**src/rtl/core/affine_point_transform_macros.svh**
```systemverilog
// Assertion macros for the affine point transform block.
`ifndef AFFINE_POINT_TRANSFORM_MACROS_SVH
`define AFFINE_POINT_TRANSFORM_MACROS_SVH

`ifndef SYNTHESIS
`define APT_ASSERT_SAME(lbl, clk, rst_n, ante, cons) \
    lbl: assert property (@(posedge clk) disable iff (!rst_n) (ante) |-> (cons)) \
        else $error("apt assertion failed");
`define APT_ASSERT_NEXT(lbl, clk, rst_n, ante, cons) \
    lbl: assert property (@(posedge clk) disable iff (!rst_n) (ante) |=> (cons)) \
        else $error("apt assertion failed");
`else
`define APT_ASSERT_SAME(lbl, clk, rst_n, ante, cons)
`define APT_ASSERT_NEXT(lbl, clk, rst_n, ante, cons)
`endif

`endif

```
**src/rtl/core/apt_pkg.sv**
```systemverilog
// Shared types and constants of the affine point transform block.
`default_nettype none
package apt_pkg;
    localparam int FRAC_BITS   = 16;
    localparam int WORD_W      = 32;
    localparam int IDX_W       = 4;
    localparam int MAT_ROWS    = 4;
    localparam int MAT_COLS    = 3;
    localparam int MAT_ENTRIES = MAT_ROWS * MAT_COLS;
    localparam int PROD_W      = 2 * WORD_W;
    localparam int SUM_W       = PROD_W + 3;
    localparam int S_TDATA_W   = 136;
    localparam int M_TDATA_W   = 96;

    typedef enum logic {
        FUNC_LOAD  = 1'b0,
        FUNC_XFORM = 1'b1
    } t_func;

    typedef logic signed [WORD_W-1:0] t_word;
    typedef t_word [MAT_ROWS-1:0]     t_col;
    typedef t_word [MAT_ENTRIES-1:0]  t_mat;

    typedef struct packed {
        logic ld_prod;
        logic ld_sum;
        logic ld_out;
    } t_stage_en;
endpackage
`default_nettype wire

```
**src/rtl/core/apt_matrix.sv**
```systemverilog
// Twelve-element matrix store written by load transactions.
`default_nettype none
module apt_matrix (
    input  wire                   i_clk,
    input  wire                   i_rst_n,
    input  wire                   i_we,
    input  wire [apt_pkg::IDX_W-1:0] i_idx,
    input  wire apt_pkg::t_word   i_value,
    output apt_pkg::t_mat         o_mat
);
    import apt_pkg::*;

    t_mat r_mat;

    always_ff @(posedge i_clk) begin
        if (!i_rst_n) begin
            r_mat <= '0;
        end else if (i_we && (i_idx < IDX_W'(MAT_ENTRIES))) begin
            r_mat[i_idx] <= i_value;
        end
    end

    assign o_mat = r_mat;
endmodule
`default_nettype wire

```
**config.mk**
```make
export PLATFORM = sky130hd
export DESIGN_NAME = apt_matrix
export DESIGN_NICKNAME = d
export VERILOG_FILES = /design/src/rtl/core/affine_point_transform_macros.svh /design/src/rtl/core/apt_pkg.sv /design/src/rtl/core/apt_matrix.sv
export SDC_FILE = /design/constraint.sdc
export NUM_CORES = 1
export LEC_CHECK = 0
export ABC_AREA = 1
export BUFFER_PORTS_ARGS = -buffer_cell sky130_fd_sc_hd__buf_2
export CAP_MARGIN = 10
export CORE_MARGIN = 2
export CORE_UTILIZATION = 30
export DETAILED_ROUTE_END_ITERATION = 8
export MAX_ROUTING_LAYER = met4
export SYNTH_ARGS = -nofsm -noshare
export SYNTH_HDL_FRONTEND = slang
export SYNTH_SLANG_ARGS = --single-unit
```
**constraint.sdc**
```tcl
create_clock -name i_clk -period 1.7 [get_ports i_clk]
set_clock_uncertainty 0.1 [all_clocks]
set_input_delay 0.34 -clock i_clk [delete_from_list [all_inputs] [get_ports i_clk]]
set_output_delay 0.34 -clock i_clk [all_outputs]
set_load 0.005 [all_outputs]
```
[Word level (Yosys, flattened, before mapping)]
Cells that the tools add are included.
Storage, ports and cells
  bits in registers: 384
  bits of input ports: 39
  output and inout bits: 384
  logic and storage cells: 20
Cells by class
  magnitude comparators: 3
  muxes and demuxes: 3
  reductions and logical operators: 2
Operators by type and width (count)
  $bwmux 384: 1
  $demux 32 s4: 1
  $mux 32: 1
  $lt 4x5->1 const B: 1
  $ge 4x1->1 const B: 1
  $lt 4x4->1 const B: 1
  $logic_and 1x1->1: 2

[Longest topological paths before layout]
  depth in word-level cells: 5
  depth in mapped cells: 7
  depth with buffers taken out: 6

[Worst setup path before layout]
OpenSTA, ideal clock, no wires.
  path kind: input-to-reg
  from: input port i_rst_n
  to: register r_mat (netlist bit o_mat[0])
  library setup time: 0.064 ns
  arrival time: 1.205 ns
  data required time: 1.536 ns
  path slack: 0.331 ns
  stages: 5
  path buffers: 3
  cell sequence: clkbuf_1 > clkbuf_1 > clkbuf_1 > nand2_1 > nor2_1
RTL lines
  from (decl): line apt_matrix.sv:5  | input wire i_rst_n,
  to (signal, indexed assignment): line apt_matrix.sv:19  | r_mat[i_idx] <= i_value;
  to (decl): line apt_matrix.sv:13  | t_mat r_mat;

[Worst setup path in the final report]
  from: register r_mat (netlist bit o_mat[219])
  to: output port o_mat[219] (netlist name)
RTL lines
  to (decl): line apt_matrix.sv:9  | output apt_pkg::t_mat o_mat
No word-level cell between the ends.

==> run metrics <==
Worst R2R Path Depth=2; GR Util All Layers=0.198; max FFs per register=384; drt initial violations=745; Cell Area, Synth=14,800 sq um; Clock transition at path regs=0.06 ns; sequential share of the synthesized area=0.519; GRT Residual Overflow=0; largest net degree at the start of global routing=91; Highest Signal Layer=met4; Worst path max stage delay=about 0.41 ns; clock tree root buffer cell=clkbuf_16; CTS tree=done; CP required=roughly 1.3 ns; DR vias/cell=about 4.3; first-pass GRT wire length=74,500 um; Final Hold Violating Endpoints=0; worst slew pin tran=0.500 ns; Reg2Reg Setup Slack=0.92 ns; Metal-1 WL=between 20,000 and 25,000 um; Crit path max-delay family=flip-flops; Die Area=a little over 50,000 sq um; IO buf count=422; synthesized flop and latch total=roughly 380; initial antenna violation count=4; dpl hpwl=~36,000 um; Yosys warning count=0; Mapped Cells=about 2,200; CTS H-tree lvls=2; worst-case vdd ir drop=between 0.7 and 0.8 mV; die height=226 um; CTS resizes=0; vias in the first global route=approximately 13,000; synth unique cells=17; Final Max Tran Viols=0; Worst-Skew Late Latency=between 0.5 and 0.6 ns; Max stage delay cell, worst path=dfxtp_1; mean post-synth cell area=6.84 sq um; unrepaired setup endpoints after global routing=false; # Max-Cap Violations=0; GP Congestion=between 0.7 and 0.8; critical path capture point type=output pin; Post-CTS Setup Bufs=0; met3 wire len=3700 um; Critical Path, Cell by Cell=buf_2; starting density of the core=0.303; I/O pin count=between 400 and 500; PD cells=997 nW/um^2; min Tclk post-route=1.55 ns; status=finished clean; synth-to-layout area growth=31.4%; CP startpoint kind=register; LEAKAGE=9.70 nW; Num CTS Buffers=42; # setup viols final=0; critical setup path kind=register to output pin; crit path DAT=between 1 and 1.5 ns; Mapped Nets=2,205; hold_ws=0.246 ns; via count=14,200; Post-DP Area=17,900 sq um; Remaining DRCs=0; Finished Cell Area=a little under 20,000 sq um; crit path max fanout=2; NumNets Final=2,618; 1st-pass router iterations=5; Final period util=0.915; Core ar.=48,800 sq um; num rows=81; Layout Cells excl Fill=3,272; Rel. slew slack=0.666; Tightest Hold Check Type=input pin to register; Hold Path Depth=5; instance count on the critical path=1; cell total after placement=3,166; Die W=between 200 and 250 um; Setup TNS Final=0 ns; clock net sink count=about 380; drt total wl=about 51,000 um; layout cells sized above 1=0.218; Met2 Routed Length=24,300 um; Buf+Inv Stages, Crit Path=1; drt wl/cell=15.6 um; clk buf depth=3; fmax=643 MHz; Detail Route Antenna Nets=0
where the power goes:
part | switching (mW) | internal (mW)
Combinational | 0.996 | 0.584
Sequential | 0.108 | 9.20
Clock | 3.66 | 4.85
Total | 4.77 | 14.6
area by class of cell:
class	instances	area (sq um)
antenna	3	7.51
clock buffer	62	1200
clock inverter	8	50.0
fill	5144	29400
inverter	68	255
multi-input combinational	1560	6120
sequential	384	7690
tap	664	831
timing repair buffer	523	3310
repair_timing:
action / 4_1_cts / 5_1_grt
hold buffers: 33 / 0
endpoints found under the hold margin: 38 / 0
setup endpoints to repair: 0 / 0
worst register-to-register path: cells and delay by family, from the launching register on:
kind | cells | cell delay [ns]
flops | 1 | 0.41
simple gates | 2 | 0.21
synth_stat cells:
cell        n  share of area
nand2_1   738           0.19
nor2_4      4         0.0030
buf_4      37          0.019
buf_2      31          0.010
dfxtp_1   384           0.52
inv_2       2        0.00051
nor2_1    770           0.20
inv_1      66          0.017
nand4_1    32          0.014
nand2_2     3         0.0013
nand3_4     2         0.0024
nand3_1     1        0.00034
nand3_2     2         0.0014
clkbuf_1   76          0.019
nor2_2      2        0.00084
buf_1      10         0.0025
nor2_8      6         0.0081
cells in the final DEF, fill, tap and decap left out, drive strengths merged:
cell type    synthesis  routed
nand4               32      32
inv                 68      69
nor2               782     782
buf                 78     490
nand3                5       5
clkinv               0       6
dfxtp              384     384
clkbuf              76      62
dlygate4sd3          0      33
diode                0       3
clkinvlp             0       1
nand2              741     741
worst paths after layout:
check | end | from
setup / recovery | o_mat[219] | o_mat[219]$_SDFFE_PN0P_
setup reg to reg | o_mat[219]$_SDFFE_PN0P_ | o_mat[219]$_SDFFE_PN0P_
hold / removal | o_mat[193]$_SDFFE_PN0P_ | i_idx[1]
hold reg to reg | o_mat[131]$_SDFFE_PN0P_ | o_mat[131]$_SDFFE_PN0P_
metrics by stage:
stage	power, mW	utilization	setup WS, ns
2_1_floorplan	10.3	-	0.331
3_3_place_gp	11.0	0.366	0.0863
3_5_place_dp	11.0	0.366	0.0730
4_1_cts	19.7	0.398	0.0920
5_1_grt	20.2	0.398	0.0835
6_report	19.4	0.398	0.145
metal layers:
layer | GRT usage | vias up
li1 | - | 7248
met1 | 0.230 | 6370
met2 | 0.328 | 446
met3 | 0.0526 | 107
met4 | 0.0700 | 0
met5 | - | -
kinds of logic after synthesis:
logic type,count (synthesis),share of synthesized area
and+or+nand+nor,1560,0.413
DFF,384,0.519
buffers and inverters,222,0.0682
Power figures use the tool's default switching activity.
