### src/rtl/core/affine_point_transform_macros.svh
// Assertion macros for the affine point transform block.
`ifndef AFFINE_POINT_TRANSFORM_MACROS_SVH
`define AFFINE_POINT_TRANSFORM_MACROS_SVH

`ifndef SYNTHESIS
`define APT_ASSERT_SAME(lbl, clk, rst_n, ante, cons) \
    lbl: assert property (@(posedge clk) disable iff (!rst_n) (ante) |-> (cons)) \
        else $error("apt assertion failed");
`define APT_ASSERT_NEXT(lbl, clk, rst_n, ante, cons) \
    lbl: assert property (@(posedge clk) disable iff (!rst_n) (ante) |=> (cons)) \
        else $error("apt assertion failed");
`else
`define APT_ASSERT_SAME(lbl, clk, rst_n, ante, cons)
`define APT_ASSERT_NEXT(lbl, clk, rst_n, ante, cons)
`endif

`endif

### src/rtl/core/apt_pkg.sv
// Shared types and constants of the affine point transform block.
`default_nettype none
package apt_pkg;
    localparam int FRAC_BITS   = 16;
    localparam int WORD_W      = 32;
    localparam int IDX_W       = 4;
    localparam int MAT_ROWS    = 4;
    localparam int MAT_COLS    = 3;
    localparam int MAT_ENTRIES = MAT_ROWS * MAT_COLS;
    localparam int PROD_W      = 2 * WORD_W;
    localparam int SUM_W       = PROD_W + 3;
    localparam int S_TDATA_W   = 136;
    localparam int M_TDATA_W   = 96;

    typedef enum logic {
        FUNC_LOAD  = 1'b0,
        FUNC_XFORM = 1'b1
    } t_func;

    typedef logic signed [WORD_W-1:0] t_word;
    typedef t_word [MAT_ROWS-1:0]     t_col;
    typedef t_word [MAT_ENTRIES-1:0]  t_mat;

    typedef struct packed {
        logic ld_prod;
        logic ld_sum;
        logic ld_out;
    } t_stage_en;
endpackage
`default_nettype wire

### src/rtl/core/apt_pipe_ctrl.sv
// Valid tracking and stage enables for the three-stage transform pipeline.
`default_nettype none
`include "affine_point_transform_macros.svh"
module apt_pipe_ctrl (
    input  wire                 i_clk,
    input  wire                 i_rst_n,
    input  wire                 i_s_valid,
    input  wire                 i_is_xform,
    input  wire                 i_m_ready,
    output logic                o_s_ready,
    output logic                o_m_valid,
    output apt_pkg::t_stage_en  o_en
);
    import apt_pkg::*;

    logic r_v_prod;
    logic r_v_sum;
    logic r_v_out;
    logic adv_out;
    logic adv_sum;
    logic adv_prod;
    logic s_acc;

    assign adv_out  = !r_v_out || i_m_ready;
    assign adv_sum  = !r_v_sum || adv_out;
    assign adv_prod = !r_v_prod || adv_sum;
    assign s_acc    = i_s_valid && adv_prod;

    always_ff @(posedge i_clk) begin
        if (!i_rst_n) begin
            r_v_prod <= 1'b0;
            r_v_sum  <= 1'b0;
            r_v_out  <= 1'b0;
        end else begin
            if (adv_prod) begin
                r_v_prod <= s_acc && i_is_xform;
            end
            if (adv_sum) begin
                r_v_sum <= r_v_prod;
            end
            if (adv_out) begin
                r_v_out <= r_v_sum;
            end
        end
    end

    assign o_s_ready      = adv_prod;
    assign o_m_valid      = r_v_out;
    assign o_en.ld_prod   = s_acc && i_is_xform;
    assign o_en.ld_sum    = adv_sum && r_v_prod;
    assign o_en.ld_out    = adv_out && r_v_sum;

    `APT_ASSERT_NEXT(a_xform_enters, i_clk, i_rst_n, s_acc && i_is_xform, r_v_prod)
    `APT_ASSERT_NEXT(a_load_no_result, i_clk, i_rst_n, s_acc && !i_is_xform, !r_v_prod)
    `APT_ASSERT_SAME(a_full_stall, i_clk, i_rst_n,
        r_v_prod && r_v_sum && r_v_out && !i_m_ready, !o_s_ready)
    `APT_ASSERT_NEXT(a_sum_held, i_clk, i_rst_n,
        r_v_sum && r_v_out && !i_m_ready, r_v_sum)
endmodule
`default_nettype wire

### config.mk
export PLATFORM = sky130hd
export DESIGN_NAME = apt_pipe_ctrl
export DESIGN_NICKNAME = d
export VERILOG_FILES = /design/src/rtl/core/apt_pkg.sv /design/src/rtl/core/apt_pipe_ctrl.sv
export VERILOG_INCLUDE_DIRS = /design/src /design/src/rtl/core
export SDC_FILE = /design/constraint.sdc
export NUM_CORES = 1
export LEC_CHECK = 0
export BUFFER_PORTS_ARGS = -buffer_cell sky130_fd_sc_hd__buf_2
export CAP_MARGIN = 10
export CORE_AREA = 3 3 40 42
export DETAILED_ROUTE_END_ITERATION = 6
export DIE_AREA = 0 0 43 45
export SLEW_MARGIN = 20
export SYNTH_ARGS = -nofsm -noshare
export SYNTH_HDL_FRONTEND = slang
export SYNTH_SLANG_ARGS = --single-unit
### constraint.sdc
create_clock -name i_clk -period 1 [get_ports i_clk]
set_clock_uncertainty 0.05 [all_clocks]
set_input_delay 0.2 -clock i_clk [delete_from_list [all_inputs] [get_ports i_clk]]
set_output_delay 0.2 -clock i_clk [all_outputs]
set_load 0.005 [all_outputs]
* Word-level counts from Yosys, hierarchy flattened
Cells that the tools add are included.
Widths: inputs -> output; s select.
** Word-level totals
- Word-level logic and storage cells :: 13
- Flip-flop bits (word level) :: 3
- Input port bits :: 5
- Output and inout port bits :: 5
** Cells by class
- Reduce and logical (&&, ||, !) cells :: 10
** Operator list (number)
- $logic_and 1x1->1 :: 4
- $logic_not 1->1 :: 3
- $logic_or 1x1->1 :: 3

* Depth between registers and ports, before layout
Gate-level depths: netlist (run 1).
- Depth after elaboration :: 6
- Gate-level depth with buffers :: 2
- Depth with buffers taken out :: 2

* Worst setup path before layout (run 1)
No wires, ideal clock.
- Kind :: reg-to-output
- Start :: register r_v_out (netlist: o_m_valid)
- End :: output o_en[2] in the netlist's numbering
- Data arrival time :: 0.674 ns
- Stages on the path, launching flop included :: 3
- Required time :: 0.750 ns
- Path slack :: 0.076 ns
- Buffers on the path :: 0
- Cells stage by stage :: dfxtp_1 and3b_1 a21oi_1
** RTL lines
- start, declared :: line apt_pipe_ctrl.sv:18 : logic r_v_out;
- start signal, assigned :: line apt_pipe_ctrl.sv:42 : r_v_out <= r_v_sum;
- end, declared :: line apt_pipe_ctrl.sv:12 : output apt_pkg::t_stage_en o_en

==> results of run 1 <==
==> stage by stage <==
stage          hold WS [ns]  std cells  power [uW]
6_report              0.150         45         362
4_1_cts               0.146         44         376
3_5_place_dp          0.391         39         155
3_3_place_gp          0.390         39         155
2_1_floorplan         0.268         13         138
5_1_grt               0.160         45         388
==> synthesized netlist by cell type <==
| master | n |
|---|---|
| nor2b_1 | 3 |
| and3b_1 | 1 |
| a21oi_1 | 1 |
| o21a_1 | 2 |
| nand2_1 | 1 |
| nand4b_1 | 1 |
| a21boi_1 | 1 |
| dfxtp_1 | 3 |
==> critical path, stage by stage (launching register included) <==
cell and delay, ns:
dfxtp_1 0.30, and3b_1 0.21, a21oi_2 0.11, buf_2 0.11
==> layer usage <==
metal	track usage	share of wire	up-vias
li1	-	-	81
met1	0.0288	0.31	72
met2	0.0599	0.52	6
met3	0.0518	0.17	0
met4	0.0542	0	0
met5	0	0	-
==> repair_timing <==
| item | 4_1_cts | 5_1_grt |
|---|---|---|
| buffers inserted | 1 | 1 |
| gates resized for setup | 1 | 2 |
| gates cloned | 0 | 0 |
| pin swaps | 2 | 0 |
| endpoints found under the hold margin | 0 | 0 |
| endpoints found under the setup margin | 4 | 4 |
==> cell families (layout without fill, tap and decap cells) <==
| kind of cell | count (synthesis) | in the layout | share of synthesized area |
|---|---|---|---|
| AOI/OAI and AO/OA | 4 | 4 | 0.216 |
| buffers and inverters | 0 | 17 | 0 |
| DFF | 3 | 3 | 0.471 |
| and+or+nand+nor | 6 | 6 | 0.314 |
==> layout make-up <==
class                      count  area (um^2)  share of cell area
clock buffer                   4         26.3               0.103
multi-input combinational     10         73.8               0.289
sequential                     3         61.3               0.240
tap                           15         18.8              0.0735
timing repair buffer          13         75.1               0.294
==> path summary, 6_finish.rpt <==
check,depth (start not counted),end,from
worst min-delay path,2,r_v_sum,i_rst_n
worst min register to register,1,r_v_sum,r_v_prod
worst max-delay path,3,o_en[2],r_v_sum
worst max register to register,5,r_v_prod,r_v_sum
==> registers in the layout (all words and copies together) (netlist names) <==
name,flops
r_v_prod,1
o_m_valid,1
r_v_sum,1
==> power by group <==
| part | switching (uW) | total [uW] | leakage [uW] | internal [uW] |
|---|---|---|---|---|
| logic | 10.5 | 27.5 | 0.0000876 | 17.0 |
| clock network | 57.9 | 207 | 0.0000150 | 149 |
| registers | 2.93 | 127 | 0.0000249 | 124 |
| total | 71.3 | 362 | 0.000128 | 291 |
==> impl_metrics.env, run 1 <==
export IMPL_gp_congestion=0.646
export IMPL_antenna_found_initial=0
export IMPL_drv_slew=0
export IMPL_period_share=1.21
export IMPL_die_area_mm2=0.00194
export IMPL_coreArea_mm2=0.00128
export IMPL_ys_top_cells_by_area="dfxtp_1 47%, nor2b_1 15%, o21a_1 12%"
export IMPL_final_nets=36
export IMPL_synthesis_nets=18
export IMPL_num_io_pins=10
export IMPL_clkTransAtPathRegs_ns=0.04
export IMPL_drv_cap=0
export IMPL_portBuffers=9
export IMPL_fin_tns_setup_ns=-0.762
export IMPL_ys_warn_count=0
export IMPL_fin_util=0.199
export IMPL_rrSetupSlack_ns=-0.03
export IMPL_wl_per_cell_um=7.82
export IMPL_grt_first_pass_wirelength_um=531
export IMPL_min_period_ns=1.21
export IMPL_syn_area_um2=128
export IMPL_yosysUniqueCellTypes=8
export IMPL_cp_required_ns=0.75
export IMPL_die_h_um=45
export IMPL_rows=13
export IMPL_p_leak_uw=0.000128
export IMPL_diodes=0
export IMPL_hold_buffers=0
export IMPL_post_place_ws_ns=-0.0245
export IMPL_violations="setup timing"
export IMPL_grt_pass1_vias=153
export IMPL_htreeDepth=1
export IMPL_cts_sinks=3
export IMPL_finalWorstSetupSlack_ns=-0.210
export IMPL_final_cell_mix="9 x buf_2, 4 x buf_4, 3 x clkbuf_4"
export IMPL_die_w_um=43
export IMPL_area_delta_synth_final_pct=100
export IMPL_clockRootBuffer="clkbuf_4"
export IMPL_worstSetupPathType="flip-flop to primary output"
export IMPL_rsz0062_at_grt="yes"
export IMPL_maxSlewHeadroom=0.904
export IMPL_route_detailed_drc=0
export IMPL_ant_nets=0
export IMPL_status="complete, but fails checks"
export IMPL_wl_um=352
export IMPL_vias=159
export IMPL_cts_tree="done"
export IMPL_min_path_type="input pin to flip-flop"
export IMPL_fmax_mhz=826
export IMPL_start_util=0.0993
export IMPL_critPathCaptureType="primary output"
export IMPL_worstPathMaxFanout=3
export IMPL_filler_cell_count=155
export IMPL_cellPowerDensity_mw_per_mm2=1420
export IMPL_ir_drop_mv=0.225
export IMPL_setup_viol=5
export IMPL_worst_setup_path_start_kind="flip-flop"
export IMPL_cts_buffers=3
export IMPL_viasPerCell=3.53
export IMPL_groute_usage_overall=0.0449
export IMPL_design_area_um2=255
export IMPL_worstMarginPinSlew_ns=0.144
export IMPL_yosys_register_bits=3
export IMPL_insertion_delay_ns=0.23
export IMPL_final_common_cell="buf_2"
export IMPL_synth_seq_area_share=0.471
export IMPL_finalHoldViolCount=0
export IMPL_drtIter0Drc=1
export IMPL_grt_max_degree=5
export IMPL_layout_drive_gt1_share=0.633
export IMPL_firstDrtPassIters=2
export IMPL_yosysTopAreaCell="dfxtp_1"
export IMPL_clockBufferDepth=2
export IMPL_placedInstanceArea_um2=206
export IMPL_post_synth_top_area_fraction=0.471
export IMPL_synth_cells=13
export IMPL_syn_avg_cell_area_um2=9.82
export IMPL_critical_path_arrival_ns=0.96
export IMPL_overflow=0
No activity file was read; power rests on OpenSTA's default activity.
==> inputs of run 2 (changes only) <==
ABC_AREA = 1   (was default)
==> run 2 against run 1 <==
The run still ends with setup timing left; worst hold slack better by 0.026 ns; sequential power about the same; via count up 14%; clock-buffer cell count did not move; critical path depth grew 1; first-iteration DRC count is 100% higher; combinational power up 40%; clock power up 2%; utilization grew 3.0 points; synthesized cell count grew 46%.
==> impl_metrics.env, run 2 <==
export IMPL_cp_required_ns=0.75
export IMPL_worstMarginPinSlew_ns=0.208
export IMPL_cellPowerDensity_mw_per_mm2=1280
export IMPL_start_util=0.109
export IMPL_reg2reg_depth=3
export IMPL_async_reset_ff_frac=0
export IMPL_crit_chain="nand4_4 > nand3_2 > inv_1 > buf_2"
export IMPL_yosys_area_share_simple=0.241
export IMPL_wl_um=388
export IMPL_muxShareOfSynthArea=0
export IMPL_hold_buffers=0
export IMPL_post_synth_top_area_fraction=0.429
export IMPL_min_path_type="input pin to flip-flop"
export IMPL_coreArea_mm2=0.00128
export IMPL_overflow=0
export IMPL_critPathCaptureType="primary output"
export IMPL_power_internal_uw=290
export IMPL_drv_slew=0
export IMPL_yosys_register_bits=3
export IMPL_synth_cells=19
export IMPL_power_frac_seq=0.334
export IMPL_cts_buffers=3
export IMPL_fmax_mhz=856
export IMPL_die_h_um=45
export IMPL_grt_pass1_vias=205
export IMPL_route_detailed_drc=0
export IMPL_syn_avg_cell_area_um2=7.38
export IMPL_combPwrFrac=0.102
export IMPL_clock_power_share=0.564
export IMPL_htreeDepth=1
export IMPL_synth_common_cells="6 x inv_1, 3 x a21oi_1, 3 x dfxtp_1, 3 x nand2_1, 2 x nand3_1"
export IMPL_maxSlewHeadroom=0.861
export IMPL_setup_viol=5
export IMPL_synth_edf_count=0
export IMPL_area_delta_synth_final_pct=110
export IMPL_hold_depth=3
export IMPL_final_common_cell="buf_2"
export IMPL_dp_hpwl_um=271
export IMPL_placedInstanceArea_um2=219
export IMPL_synth_top_family_by_area="simple AND/OR/NAND/NOR gates"
export IMPL_synthesis_nets=24
export IMPL_synth_compound_area_frac=0.170
export IMPL_p_leak_uw=0.000149
export IMPL_wl_per_cell_um=7.76
export IMPL_finalWorstSetupSlack_ns=-0.169
export IMPL_synth_ff_type="dfxtp_1"
export IMPL_ant_nets=0
export IMPL_syn_area_um2=140
export IMPL_grt_first_pass_wirelength_um=683
export IMPL_insertion_delay_ns=0.23
export IMPL_whs_ns=0.176
export IMPL_die_w_um=43
export IMPL_slowest_stage="dfxtp_4"
export IMPL_rows=13
export IMPL_grt_max_degree=5
export IMPL_synthAdderAreaFrac=0
export IMPL_ir_drop_mv=0.404
export IMPL_finalHoldViolCount=0
export IMPL_min_period_ns=1.17
export IMPL_cts_tree="done"
export IMPL_worst_setup_path_start_kind="flip-flop"
export IMPL_drtIter0Drc=2
export IMPL_violations="setup timing"
export IMPL_period_share=1.17
export IMPL_gp_congestion=0.625
export IMPL_final_nets=41
export IMPL_worstSetupPathType="flip-flop to primary output"
export IMPL_worstPathMaxFanout=3
export IMPL_final_cell_mix="8 x buf_2, 6 x inv_1, 3 x nand2_1, 3 x clkbuf_4"
export IMPL_design_area_um2=294
export IMPL_status="complete, but fails checks"
export IMPL_synth_seq_area_share=0.429
export IMPL_groute_usage_overall=0.0508
export IMPL_portBuffers=9
export IMPL_cts_sinks=3
export IMPL_diodes=0
export IMPL_filler_cell_count=143
export IMPL_yosysTopAreaCell="dfxtp_1"
export IMPL_drv_cap=0
export IMPL_clockRootBuffer="clkbuf_4"
export IMPL_ys_top_cells_by_area="dfxtp_1 43%, inv_1 16%, a21oi_1 11%"
export IMPL_switchingPower_uw=86.2
export IMPL_clockBufferDepth=2
export IMPL_synth_most_common_cell="inv_1"
export IMPL_yosysUniqueCellTypes=7
export IMPL_rsz0062_at_grt="yes"
export IMPL_max_stage_delay_ns=0.36
export IMPL_die_area_mm2=0.00194
export IMPL_synth_xor_area_share=0
export IMPL_layout_drive_gt1_share=0.657
export IMPL_switching_share=0.229
export IMPL_critical_path_arrival_ns=0.92
export IMPL_ys_warn_count=0
export IMPL_vias=182
export IMPL_firstDrtPassIters=2
export IMPL_antenna_found_initial=0
export IMPL_clkTransAtPathRegs_ns=0.04
export IMPL_viasPerCell=3.64
export IMPL_num_io_pins=10
==> run 2: cell types whose count changed after synthesis, sizes merged <==
cell | before | now
inv | 0 | 6
nand3 | 0 | 2
nand4b | 1 | 0
nand4 | 0 | 1
nand2 | 1 | 3
and3b | 1 | 0
nor2b | 3 | 0
o21a | 2 | 0
a21boi | 1 | 0
a21oi | 1 | 4
==> run 2: what timing repair did <==
item | CTS | global route
setup buffers | 1 | 0
resized for setup | 9 | 2
setup endpoints to repair | 5 | 5
pin swaps | 2 | 3
endpoints found under the hold margin | 0 | 0
==> run 2: power groups by stage <==
stage | clock (uW) | sequential, uW | combinational, uW
floorplan | 0 | 129 | 13.5
global placement | 0 | 129 | 32.3
detailed placement | 0 | 129 | 33.0
CTS | 227 | 127 | 38.0
global route | 235 | 126 | 43.2
finish | 212 | 126 | 38.4
==> run 2: worst paths after layout <==
check                    to  slack [ns]       from
hold / removal     r_v_prod        0.18    i_rst_n
setup / recovery    o_en[2]       -0.17    r_v_sum
setup reg to reg   r_v_prod        0.16    r_v_sum
hold reg to reg   o_m_valid        0.48  o_m_valid
==> run 2: area by class of cell <==
class                           count  area [um^2]  area share
Multi-Input combinational cell     10         80.1       0.272
Timing Repair Buffer               12         77.6       0.264
Sequential cell                     3         68.8       0.234
Clock buffer                        4         26.3      0.0894
Inverter                            6         22.5      0.0766
Tap cell                           15         18.8      0.0638
==> run 2: through the flow <==
stage / setup TNS [ns] / cells / utilization / worst slack [ns] / total power, uW
after floorplan: 0 / 19 / - / 0.0778 / 143
after global placement: -0.0141 / 45 / 0.170 / -0.0141 / 161
after detailed placement: -0.0276 / 45 / 0.170 / -0.0276 / 162
after CTS: -0.724 / 50 / 0.223 / -0.188 / 392
after global routing: -0.869 / 50 / 0.229 / -0.219 / 404
final: -0.647 / 50 / 0.229 / -0.169 / 376
==> run 2: critical path: cells and delay by family (launching register included) <==
family | cells | cell delay, ns
buffers and inverters | 2 | 0.14
DFF | 1 | 0.36
and+or+nand+nor | 2 | 0.19
==> run 2: logic make-up (layout without fill, tap and decap cells) <==
group	count (synthesis)	after routing
flops	3	3
simple gates	6	6
buf+inv	6	22
compound gates	4	4
==> run 2: routing by layer <==
layer | share of wire | global-route usage | up-vias
met5 | 0 | 0 | -
met4 | 0 | 0.0361 | 0
met3 | 0.17 | 0.0398 | 0
met2 | 0.42 | 0.0778 | 12
met1 | 0.41 | 0.0458 | 79
li1 | - | - | 91
==> inputs of run 3 (changes only) <==
PLACE_DENSITY = 0.32   (was default)
==> run 3 against run 2 <==
The run still ends with setup timing left; highest routed layer unchanged; die area stayed put; cell count is 2.0% lower; via count is 6.6% lower; final area is 2.6% lower; clock-buffer cell count stayed put; register-to-register slack better by 0.12 ns; sequential share of layout area is 0.61 points higher; global-route usage is 0.25 points higher.
==> impl_metrics.env, run 3 (synthesized netlist as in run 2, its figures left out) <==
export IMPL_coreArea_mm2=0.00128
export IMPL_cp_required_ns=0.75
export IMPL_final_nets=40
export IMPL_status="complete, but fails checks"
export IMPL_grt_pass1_vias=168
export IMPL_antenna_found_initial=0
export IMPL_finalHoldViolCount=0
export IMPL_num_io_pins=10
export IMPL_clockBufferDepth=2
export IMPL_whs_ns=0.169
export IMPL_groute_usage_overall=0.0533
export IMPL_wl_per_cell_um=7.59
export IMPL_diodes=0
export IMPL_die_h_um=45
export IMPL_final_common_cell="buf_2"
export IMPL_final_cell_mix="8 x buf_2, 6 x inv_1, 3 x nand2_1, 3 x clkbuf_4"
export IMPL_cts_sinks=3
export IMPL_viasPerCell=3.47
export IMPL_power_internal_uw=290
export IMPL_cellPowerDensity_mw_per_mm2=1310
export IMPL_fmax_mhz=848
export IMPL_filler_cell_count=140
export IMPL_clockRootBuffer="clkbuf_4"
export IMPL_switchingPower_uw=86.6
export IMPL_drtIter0Drc=0
export IMPL_setup_viol=5
export IMPL_layout_drive_gt1_share=0.647
export IMPL_cts_buffers=3
export IMPL_ant_nets=0
export IMPL_rsz0062_at_grt="yes"
export IMPL_maxSlewHeadroom=0.862
export IMPL_grt_max_degree=5
export IMPL_portBuffers=9
export IMPL_grt_first_pass_wirelength_um=669
export IMPL_htreeDepth=1
export IMPL_rows=13
export IMPL_worst_setup_path_start_kind="flip-flop"
export IMPL_clock_power_share=0.564
export IMPL_wl_um=372
export IMPL_firstDrtPassIters=1
export IMPL_overflow=0
export IMPL_worstMarginPinSlew_ns=0.207
export IMPL_power_frac_seq=0.333
export IMPL_min_path_type="input pin to flip-flop"
export IMPL_worstSetupPathType="flip-flop to primary output"
export IMPL_finalWorstSetupSlack_ns=-0.180
export IMPL_fin_util=0.223
export IMPL_timing_rr_start="r_v_prod"
export IMPL_multi_input_area_um2=80.1
export IMPL_die_w_um=43
export IMPL_combPwrFrac=0.102
export IMPL_critical_path_arrival_ns=0.93
export IMPL_area_delta_synth_final_pct=104
export IMPL_start_util=0.109
export IMPL_switching_share=0.230
export IMPL_hold_start="i_rst_n"
export IMPL_violations="setup timing"
export IMPL_p_leak_uw=0.000150
export IMPL_cts_tree="done"
export IMPL_period_share=1.18
export IMPL_drv_cap=0
export IMPL_worst_setup_path_startpoint="r_v_sum"
export IMPL_die_area_mm2=0.00194
export IMPL_seqCellArea_um2=68.8
export IMPL_vias=170
export IMPL_critPathCaptureType="primary output"
export IMPL_ir_drop_mv=0.477
export IMPL_postCtsSetupBuffers=0
export IMPL_clkTransAtPathRegs_ns=0.04
export IMPL_gp_congestion=0.635
export IMPL_route_detailed_drc=0
export IMPL_drv_slew=0
export IMPL_worstPathMaxFanout=3
export IMPL_insertion_delay_ns=0.23
export IMPL_min_period_ns=1.18
## run 3: layout make-up
type | instances | area share
Clock buffer | 4 | 0.0917
Inverter | 6 | 0.0786
Multi-Input combinational cell | 10 | 0.279
Sequential cell | 3 | 0.240
Tap cell | 15 | 0.0655
Timing Repair Buffer | 11 | 0.245
## run 3: metal layers
layer  part of all wire  GRT usage  up-vias
li1                   -          -       88
met1               0.42     0.0530       72
met2               0.39     0.0599       10
met3               0.19     0.0518        0
met4                  0     0.0542        0
met5                  0          0        -
## run 3: through the flow
step | total power [uW] | TNS (ns) | area [um^2] | cells | setup WS, ns
floorplan | 143 | 0 | 140 | 19 | 0.0778
global placement | 162 | -0.0156 | 219 | 45 | -0.0156
detailed placement | 163 | -0.0347 | 219 | 45 | -0.0347
CTS | 387 | -0.733 | 273 | 49 | -0.191
global route | 410 | -0.893 | 287 | 49 | -0.235
finish | 377 | -0.644 | 287 | 49 | -0.180
## run 3: path summary, 6_finish.rpt
kind               to  slack, ns  cells after the start
max           o_en[2]      -0.18                      4
min reg2reg  r_v_prod       0.45                      2
max reg2reg   r_v_sum       0.28                      3
min          r_v_prod       0.17                      3
## run 3: repair_timing
item / 4_1_cts / 5_1_grt
gates resized for setup: 8 / 3
hold buffers: 0 / 0
pin swaps: 1 / 2
endpoints found under the setup margin: 5 / 5
## run 3: power groups by stage
stage | logic, uW | registers [uW] | clock network, uW
floorplan | 13.5 | 129 | 0
global placement | 32.7 | 129 | 0
detailed placement | 33.4 | 129 | 0
CTS | 37.4 | 127 | 223
global route | 43.4 | 126 | 240
finish | 38.5 | 126 | 213
## run 3: critical path, stage by stage (launching register included)
cell and delay [ns]:
dfxtp_4 0.36, nand4_4 0.12, nand3_2 0.08, inv_1 0.03, buf_2 0.11
